File: src/rtl/rokt_pkg.sv
// ----------------------------------------------------------------------------
// rokt_pkg: shared types and constants
// Codes, field widths, state type and the cell control bundle of the
// recency-ordered key table.
// ----------------------------------------------------------------------------
package rokt_pkg;

    localparam int unsigned FUNC_W    = 3;
    localparam int unsigned KEY_W     = 24;
    localparam int unsigned TIME_W    = 32;
    localparam int unsigned STATUS_W  = 2;
    localparam int unsigned FIELD_W   = 5;
    localparam int unsigned APB_W     = 32;
    localparam int unsigned PADDR_W   = 3;

    localparam logic [TIME_W-1:0] AGE_LIMIT_RST = 32'd60;

    typedef enum logic [FUNC_W-1:0] {
        FUNC_INSERT = 3'd0,
        FUNC_FIND   = 3'd1,
        FUNC_REMOVE = 3'd2,
        FUNC_TOUCH  = 3'd3,
        FUNC_AGE    = 3'd4,
        FUNC_CLEAR  = 3'd5
    } t_func;

    typedef enum logic [STATUS_W-1:0] {
        ST_OK       = 2'd0,
        ST_PRESENT  = 2'd1,
        ST_NOTFOUND = 2'd2,
        ST_FULL     = 2'd3
    } t_status;

    typedef enum logic [2:0] {
        S_IDLE  = 3'd0,
        S_MATCH = 3'd1,
        S_EXEC  = 3'd2,
        S_AGE   = 3'd3,
        S_DONE  = 3'd4
    } t_state;

    // Broadcast command to every cell of the chain.
    typedef struct packed {
        logic shift_req; // cells in the gap window take their right neighbor
        logic load_req;  // the cell at the tail index takes the new entry
    } t_cell_ctl;

endpackage

File: src/rtl/rokt_cell.sv
// ----------------------------------------------------------------------------
// rokt_cell: one slot of the key table
// Holds one key and its stamp, compares the key against the probe and
// shifts in its right neighbor or loads a new entry on command.
// ----------------------------------------------------------------------------
module rokt_cell
    import rokt_pkg::*;
#(
    parameter int unsigned CW       = 5,
    parameter int unsigned CELL_IDX = 0
) (
    input  logic              i_clk,
    input  t_cell_ctl         i_ctl,
    input  logic [CW-1:0]     i_gap,
    input  logic [CW-1:0]     i_tail,
    input  logic [CW-1:0]     i_count,
    input  logic [KEY_W-1:0]  i_probe_key,
    input  logic [KEY_W-1:0]  i_new_key,
    input  logic [TIME_W-1:0] i_new_stamp,
    input  logic [KEY_W-1:0]  i_nb_key,
    input  logic [TIME_W-1:0] i_nb_stamp,
    output logic [KEY_W-1:0]  o_key,
    output logic [TIME_W-1:0] o_stamp,
    output logic              o_hit
);

    localparam logic [CW-1:0] L_IDX  = CW'(CELL_IDX);
    localparam logic [CW-1:0] L_NEXT = CW'(CELL_IDX + 1);

    logic [KEY_W-1:0]  r_key;
    logic [TIME_W-1:0] r_stamp;
    logic              w_shift;
    logic              w_load;

    // Load wins over shift: touch shifts the window below the tail only.
    assign w_shift = i_ctl.shift_req && (L_IDX >= i_gap) && (L_NEXT < i_count);
    assign w_load  = i_ctl.load_req && (L_IDX == i_tail);

    always_ff @(posedge i_clk) begin
        if (w_load) begin
            r_key   <= i_new_key;
            r_stamp <= i_new_stamp;
        end else if (w_shift) begin
            r_key   <= i_nb_key;
            r_stamp <= i_nb_stamp;
        end
    end

    assign o_key   = r_key;
    assign o_stamp = r_stamp;
    assign o_hit   = (r_key == i_probe_key) && (L_IDX < i_count);

endmodule

File: src/rtl/recency_ordered_key_table_with_aging.sv
// ----------------------------------------------------------------------------
// recency_ordered_key_table_with_aging: LRU key table with timeout drop
// Keeps up to TABLE_DEPTH 24-bit addresses oldest first in a row of cells,
// each with a time stamp; serves insert, find, remove, touch, age, clear.
// ----------------------------------------------------------------------------
//
//  channel  | direction | handshake              | payload
//  ---------+-----------+------------------------+-----------------------------
//  request  | in        | i_in_valid / o_in_stall | i_func, i_icao, i_now
//  result   | out       | o_out_valid / i_out_stall| o_status, o_position,
//           |           |                        | o_entry_total, o_dropped
//  config   | in        | APB (psel, penable)    | age_limit at byte address 0
//
//  Steps: a request is taken in idle, its hits are registered in the match
//  state, the table is updated in the exec state, and the result register
//  loads in the done state. Age adds an age state that checks the head
//  and pops expired entries until the head is not expired, since the chain
//  pops one head entry per cycle.
//  Reset: clears the entry count and sets age_limit to 60; the cells are
//  not cleared, since slots at or beyond the count are never read.
//  Stalls: a finished result waits in the result register while the next
//  request is taken; a request holds in its final step while the result
//  register is full and stalled.
//
module recency_ordered_key_table_with_aging
    import rokt_pkg::*;
#(
    parameter int unsigned TABLE_DEPTH = 16
) (
    input  logic               i_clk,
    input  logic               i_rst_n,
    // request channel
    input  logic               i_in_valid,
    output logic               o_in_stall,
    input  logic [FUNC_W-1:0]  i_func,
    input  logic [KEY_W-1:0]   i_icao,
    input  logic [TIME_W-1:0]  i_now,
    // result channel
    output logic               o_out_valid,
    input  logic               i_out_stall,
    output logic [STATUS_W-1:0] o_status,
    output logic [FIELD_W-1:0] o_position,
    output logic [FIELD_W-1:0] o_entry_total,
    output logic [FIELD_W-1:0] o_dropped,
    // configuration port
    input  logic               psel,
    input  logic               penable,
    input  logic               pwrite,
    input  logic [PADDR_W-1:0] paddr,
    input  logic [APB_W-1:0]   pwdata,
    output logic [APB_W-1:0]   prdata,
    output logic               pready
);

    // Count width holds TABLE_DEPTH itself.
    localparam int unsigned CW = $clog2(TABLE_DEPTH + 1);
    localparam logic [CW-1:0] L_DEPTH = CW'(TABLE_DEPTH);
    localparam logic [CW-1:0] L_ONE   = CW'(1);

    // ------------------------------------------------------------------
    // Registers
    // ------------------------------------------------------------------
    t_state              r_state, n_state;
    t_func               r_func;
    logic [KEY_W-1:0]    r_key;
    logic [TIME_W-1:0]   r_now;
    logic [TIME_W-1:0]   r_limit;
    logic [CW-1:0]       r_count, n_count;
    logic [TABLE_DEPTH-1:0] r_hit;
    t_status             r_status, n_status;
    logic [CW-1:0]       r_pos, n_pos;
    logic [CW-1:0]       r_drop, n_drop;

    logic                r_out_valid, n_out_valid;
    t_status             r_o_status;
    logic [FIELD_W-1:0]  r_o_pos;
    logic [FIELD_W-1:0]  r_o_total;
    logic [FIELD_W-1:0]  r_o_drop;

    // ------------------------------------------------------------------
    // Chain wiring
    // ------------------------------------------------------------------
    t_cell_ctl           w_ctl;
    logic [CW-1:0]       w_gap;
    logic [CW-1:0]       w_tail;
    logic [KEY_W-1:0]    w_key   [TABLE_DEPTH];
    logic [TIME_W-1:0]   w_stamp [TABLE_DEPTH];
    logic [TABLE_DEPTH-1:0] w_hit;

    logic                w_in_take;
    logic                w_out_free;
    logic                w_cfg_wr;
    logic                w_found;
    logic [CW-1:0]       w_idx;
    logic [TIME_W-1:0]   w_age;
    logic                w_expired;

    genvar gi;
    generate
        for (gi = 0; gi < TABLE_DEPTH; gi++) begin : g_cell
            logic [KEY_W-1:0]  w_nb_key;
            logic [TIME_W-1:0] w_nb_stamp;

            // The last cell never shifts; feed it zeros.
            if (gi < TABLE_DEPTH - 1) begin : g_nb
                assign w_nb_key   = w_key[gi+1];
                assign w_nb_stamp = w_stamp[gi+1];
            end else begin : g_end
                assign w_nb_key   = '0;
                assign w_nb_stamp = '0;
            end

            rokt_cell #(
                .CW       (CW),
                .CELL_IDX (gi)
            ) u_cell (
                .i_clk       (i_clk),
                .i_ctl       (w_ctl),
                .i_gap       (w_gap),
                .i_tail      (w_tail),
                .i_count     (r_count),
                .i_probe_key (r_key),
                .i_new_key   (r_key),
                .i_new_stamp (r_now),
                .i_nb_key    (w_nb_key),
                .i_nb_stamp  (w_nb_stamp),
                .o_key       (w_key[gi]),
                .o_stamp     (w_stamp[gi]),
                .o_hit       (w_hit[gi])
            );
        end
    endgenerate

    // Keys are unique among valid slots, so at most one hit is set and
    // an OR of the hit positions gives its index.
    always_comb begin
        w_idx = '0;
        for (int i = 0; i < TABLE_DEPTH; i++) begin
            if (r_hit[i]) begin
                w_idx = w_idx | CW'(i);
            end
        end
    end
    assign w_found = |r_hit;

    // Age of the head entry, wrapping 32-bit.
    assign w_age     = r_now - w_stamp[0];
    assign w_expired = (r_count != '0) && (w_age > r_limit);

    assign w_in_take  = i_in_valid && !o_in_stall;
    assign w_out_free = !r_out_valid || !i_out_stall;

    // ------------------------------------------------------------------
    // Next state
    // ------------------------------------------------------------------
    always_comb begin
        n_state = r_state;
        unique case (r_state)
            S_IDLE: begin
                if (i_in_valid) begin
                    n_state = S_MATCH;
                end
            end
            S_MATCH: begin
                n_state = S_EXEC;
            end
            S_EXEC: begin
                if (r_func == FUNC_AGE) begin
                    n_state = S_AGE;
                end else begin
                    n_state = S_DONE;
                end
            end
            S_AGE: begin
                if (!w_expired) begin
                    n_state = S_DONE;
                end
            end
            S_DONE: begin
                if (w_out_free) begin
                    n_state = S_IDLE;
                end
            end
            default: begin
                n_state = S_IDLE;
            end
        endcase
    end

    // ------------------------------------------------------------------
    // Outputs and datapath updates
    // ------------------------------------------------------------------
    always_comb begin
        o_in_stall        = (r_state != S_IDLE);
        w_ctl.shift_req   = 1'b0;
        w_ctl.load_req    = 1'b0;
        w_gap             = '0;
        w_tail            = r_count;
        n_count           = r_count;
        n_status          = r_status;
        n_pos             = r_pos;
        n_drop            = r_drop;
        n_out_valid       = r_out_valid && i_out_stall;

        unique case (r_state)
            S_IDLE: begin
                n_status = ST_OK;
                n_pos    = '0;
                n_drop   = '0;
            end
            S_MATCH: begin
                // hits are registered this cycle
            end
            S_EXEC: begin
                unique case (r_func)
                    FUNC_INSERT: begin
                        if (w_found) begin
                            n_status = ST_PRESENT;
                            n_pos    = w_idx;
                        end else if (r_count >= L_DEPTH) begin
                            n_status = ST_FULL;
                        end else begin
                            // append at the tail
                            w_ctl.load_req = 1'b1;
                            w_tail         = r_count;
                            n_pos          = r_count;
                            n_count        = r_count + L_ONE;
                        end
                    end
                    FUNC_FIND: begin
                        if (w_found) begin
                            n_pos = w_idx;
                        end else begin
                            n_status = ST_NOTFOUND;
                        end
                    end
                    FUNC_REMOVE: begin
                        if (w_found) begin
                            // close the gap behind the entry
                            w_ctl.shift_req = 1'b1;
                            w_gap           = w_idx;
                            n_pos           = w_idx;
                            n_drop          = L_ONE;
                            n_count         = r_count - L_ONE;
                        end else begin
                            n_status = ST_NOTFOUND;
                        end
                    end
                    FUNC_TOUCH: begin
                        if (w_found) begin
                            // close the gap and reload the key at the tail
                            w_ctl.shift_req = 1'b1;
                            w_ctl.load_req  = 1'b1;
                            w_gap           = w_idx;
                            w_tail          = r_count - L_ONE;
                            n_pos           = r_count - L_ONE;
                        end else begin
                            n_status = ST_NOTFOUND;
                        end
                    end
                    FUNC_AGE: begin
                        n_drop = '0;
                    end
                    FUNC_CLEAR: begin
                        n_drop  = r_count;
                        n_count = '0;
                    end
                    default: begin
                        // unused codes leave the table alone
                    end
                endcase
            end
            S_AGE: begin
                // pop one expired head entry per cycle
                if (w_expired) begin
                    w_ctl.shift_req = 1'b1;
                    w_gap           = '0;
                    n_count         = r_count - L_ONE;
                    n_drop          = r_drop + L_ONE;
                end
            end
            S_DONE: begin
                if (w_out_free) begin
                    n_out_valid = 1'b1;
                end
            end
            default: begin
            end
        endcase
    end

    // ------------------------------------------------------------------
    // Configuration port
    // ------------------------------------------------------------------
    assign pready   = 1'b1;
    assign w_cfg_wr = psel && penable && pwrite && (paddr[PADDR_W-1] == 1'b0);
    assign prdata   = (paddr[PADDR_W-1] == 1'b0) ? r_limit : '0;

    // ------------------------------------------------------------------
    // Registers
    // ------------------------------------------------------------------
    always_ff @(posedge i_clk) begin
        if (!i_rst_n) begin
            r_state     <= S_IDLE;
            r_count     <= '0;
            r_limit     <= AGE_LIMIT_RST;
            r_out_valid <= 1'b0;
        end else begin
            r_state     <= n_state;
            r_count     <= n_count;
            r_out_valid <= n_out_valid;
            if (w_cfg_wr) begin
                r_limit <= pwdata;
            end
        end
    end

    // Payload registers: no reset.
    always_ff @(posedge i_clk) begin
        if (w_in_take) begin
            r_func <= t_func'(i_func);
            r_key  <= i_icao;
            r_now  <= i_now;
        end
        r_hit    <= w_hit;
        r_status <= n_status;
        r_pos    <= n_pos;
        r_drop   <= n_drop;
        // load the result register on the final step of a request
        if (r_state == S_DONE && w_out_free) begin
            r_o_status <= r_status;
            r_o_pos    <= FIELD_W'(r_pos);
            r_o_total  <= FIELD_W'(r_count);
            r_o_drop   <= FIELD_W'(r_drop);
        end
    end

    assign o_out_valid   = r_out_valid;
    assign o_status      = r_o_status;
    assign o_position    = r_o_pos;
    assign o_entry_total = r_o_total;
    assign o_dropped     = r_o_drop;

endmodule
File: config.mk
export PLATFORM = sky130hd
export DESIGN_NAME = recency_ordered_key_table_with_aging
export DESIGN_NICKNAME = d
export VERILOG_FILES = /design/src/rtl/rokt_pkg.sv /design/src/rtl/rokt_cell.sv /design/src/rtl/recency_ordered_key_table_with_aging.sv
export SDC_FILE = /design/constraint.sdc
export NUM_CORES = 2
export LEC_CHECK = 0
export BUFFER_PORTS_ARGS = -buffer_cell sky130_fd_sc_hd__buf_2
export CORE_ASPECT_RATIO = 1.4
export CORE_UTILIZATION = 54
export CTS_CLUSTER_SIZE = 40
export DETAILED_ROUTE_END_ITERATION = 8
export PLACE_DENSITY_LB_ADDON = 0.05
export SETUP_SLACK_MARGIN = 0.15
export SLEW_MARGIN = 25
export SYNTH_ARGS = -nofsm -noshare
export SYNTH_HDL_FRONTEND = slang
export SYNTH_HIERARCHICAL = 1
export SYNTH_SLANG_ARGS = --single-unit
export TNS_END_PERCENT = 30
File: constraint.sdc
create_clock -name i_clk -period 12.28 [get_ports i_clk]
set_clock_uncertainty 0.2 [all_clocks]
set_input_delay 0.614 -clock i_clk [delete_from_list [all_inputs] [get_ports i_clk]]
set_output_delay 0.614 -clock i_clk [all_outputs]
set_load 0.01 [all_outputs]
==> metrics.cfg <==
[die]
io_pins = 153
core_area_sq_um = 95400
dieArea_sq_um = 97700
start_util_pct = 54.6
dieWidth_um = 264
rows = 134
fp.dieH_um = 369

[timing]
grt_setup_unrepaired = false
slew_viol_final = 0
timing.setup.tns_ns = 0
post-route-period-util_pct = 63.4
setup_slack_ns = 4.50
tightest_slew_ns = 1.07
hold_viol = 0
max_freq_mhz = 128
layout_min_cycle_time_ns = 7.78
finalSetupViolations = 0
relSlewSlack_pct = 27.9

[logic_synthesis]
synth_top_cell_by_area = edfxtp_1
syn_avg_cell_area_sq_um = 15.5
yosys.area.top_type_share_pct = 56.7
yosys-top-cells-area = edfxtp_1, mux2_2, mux2_4
yosys_warnings = 6
ys_ff_latch = 1041
synth-async-reset-ratio_pct = 0
synth_cell_type_count = 77
synthCells = 3365
synth_edf_count = 984
synth_area_sq_um = 52100
seq_area_frac_synth_pct = 58.9
synth_ff_type = edfxtp_1

[route]
dr_total_vias = 28500
wirelength_um = 104000
wl_met3_um = 3990
met2WireLength_um = 53800
drcViolationCount = 0
avgRoutedWirePerCell_um = 20.6
met1_length_um = 42400
drt_iter0_drc = 1322
post_drt_via_cell_ratio = 5.66
topRoutingLayerUsed = met4
drtPass1Iterations = 7
ant_nets = 0

[run]
timing.max_cap.violations = 0

[worst_setup_path]
crit_arrival_ns = 7.93
worstSetupPathType = flip-flop to flip-flop
path_max_fanout = 32
cp-start-kind = flip-flop
crit_path_end_kind = flip-flop
required_ns = 12.43

[placement]
dpl.cell_count = 4748
place_ws_ns = 4.47
dpl.hpwl_um = 71400
portBuffers = 149
gp_congestion = 0.858

[global_route]
grt_max_degree = 58
first_global_vias = 30100
grt_pass1_wl_um = 165000
grt_usage_pct = 21.5
antenna_found_initial = 1
grt_remaining_overflow = 0

[clock_tree]
tritoncts = built
cts_setup_buffers = 0
cts.repair.resized = 0
clk_latency_ns = 0.69
cts_root_buf = clkbuf_16
cts_buffer_depth = 3
cts.sinks = 1041
htreeDepth = 3
cts.reportedPaths.clkPinSlew_ns = 0.06
numCtsBuffers = 105

[cells_and_area]
final_cells = 5041
final_nets = 3898
drive_above_1_share_pct = 31.7
area_growth_pct = 12.9
final_util_pct = 61.6

[pwr]
power_density_nw_per_um2 = 128
vdd_drop_max_mv = 0.121
power.leakage_nw = 21.5

[run_status]
status = complete, no violations

[worst_hold_path]
hold_class = input pin to flip-flop

## layout by cell type, fill, tap and decap left out, types with 76 or more instances in the layout
cell type / instances
nor2_1: 76
edfxtp_1: 984
xor2_1: 185
xnor2_1: 232
inv_1: 82
a21oi_1: 86
mux2_4: 319
mux2_1: 116
nand2_1: 105
mux2_2: 461
clkbuf_16: 106
buf_2: 149
dlygate4sd3_1: 96
## final cells by class
class                      count  area, sq um
multi-input combinational   2186        20600
fill                        7050        36600
clock buffer                 124         2740
clock inverter                70          701
timing repair buffer         312         2230
antenna                        1         2.50
sequential                  1041        30700
inverter                      83          312
tap                         1224         1530
## what timing repair did
item | 4_1_cts | 5_1_grt
hold buffers | 96 | 0
endpoints found under the hold margin | 92 | 0
endpoints found under the setup margin | 0 | 0
## flip-flops by register name, summed over array words and instances (netlist names), 5 cells and up
signal	flops
g_cell.u_cell/o_stamp	512
g_cell.u_cell/o_key	384
r_limit	32
r_now	32
r_key	24
r_hit	16
o_dropped	5
o_entry_total	5
o_position	5
r_count	5
r_drop	5
r_pos	5
## path summary, 6_finish.rpt
| path | to | startpoint | slack [ns] | cells past startpoint |
|---|---|---|---|---|
| worst max register to register | g_cell[2].u_cell/o_stamp[26]$_DFFE_PP_ | r_now[0]$_DFFE_PP_ | 4.50 | 23 |
| worst min register to register | o_position[4]$_DFFE_PP_ | r_pos[4]$_SDFFCE_PN0P_ | 0.23 | 0 |
| worst min-delay path | r_state[2]$_SDFFE_PN0P_ | i_rst_n | 0.1 | 2 |
| worst max-delay path | g_cell[2].u_cell/o_stamp[26]$_DFFE_PP_ | r_now[0]$_DFFE_PP_ | 4.50 | 23 |
## Yosys cell counts, types with 9 or more instances
cell type and instances:
nor4_1 68, inv_1 82, or3_1 9, dfxtp_1 57, mux2_1 116, and2_1 9, o21a_1 9, o21bai_1 9
edfxtp_1 984, xnor2_1 232, nand3_1 30, xor2_1 185, clkbuf_1 29, a21oi_1 86, a21o_1 23, nor3_1 17
nand3b_1 9, mux2_4 319, ha_1 67, buf_6 50, a31oi_1 10, mux2_2 461, nor2b_1 10, nor2_1 78
buf_4 15, o211ai_1 11, o21ai_0 50, nand2_1 108, a211oi_1 11, buf_2 32, nand4_1 66
## cell families after synthesis
logic type	count (synthesis)	synth area share, %
fa+ha+maj	68	1.65
xor+xnor	417	7.01
buf+inv	209	2.41
other cells	2	0.0144
compound gates	259	3.17
flops	1041	58.9
simple gates	471	5.09
mux	898	21.7
## power breakdown
group | internal (W) | switching (W)
Sequential | 0.00386 | 0.0000545
Combinational | 0.000165 | 0.000241
Clock | 0.00185 | 0.00135
## per-layer routing
metal / up-vias / GRT usage (%)
li1: 13500 / -
met1: 14100 / 25.4
met2: 671 / 39.1
met3: 216 / 2.78
met4: 0 / 9.13
met5: - / 0
## critical path, cell delays in order, from the launching register on
cell	delay (ns)
edfxtp_1	0.64
inv_1	0.14
ha_1	0.17
inv_1	0.06
fa_1	0.41
a211oi_1	0.31
nor4_1	0.10
or2_2	0.34
o41ai_1	0.51
o21ai_0	0.35
a31oi_1	0.25
o21bai_1	0.11
xor2_1	0.17
ha_1	0.28
nand4_1	0.14
nor4_1	0.48
and2_1	0.27
o21ai_0	0.14
a31o_2	0.31
nand2_1	0.54
nor4b_1	0.31
o311ai_0	0.21
nand2_2	0.51
buf_4	0.47
## stage by stage
| stage | hold WS [ns] | power [W] | area (sq um) |
|---|---|---|---|
| finish | 0.0989 | 0.00752 | 58800 |
| global route | 0.0695 | 0.00778 | 58800 |
| CTS | 0.0255 | 0.00761 | 58800 |
| detailed placement | 0.215 | 0.00437 | 54400 |
| global placement | 0.223 | 0.00436 | 54400 |
| floorplan | 0.200 | 0.00422 | 52300 |
Power figures use the tool's default switching activity.
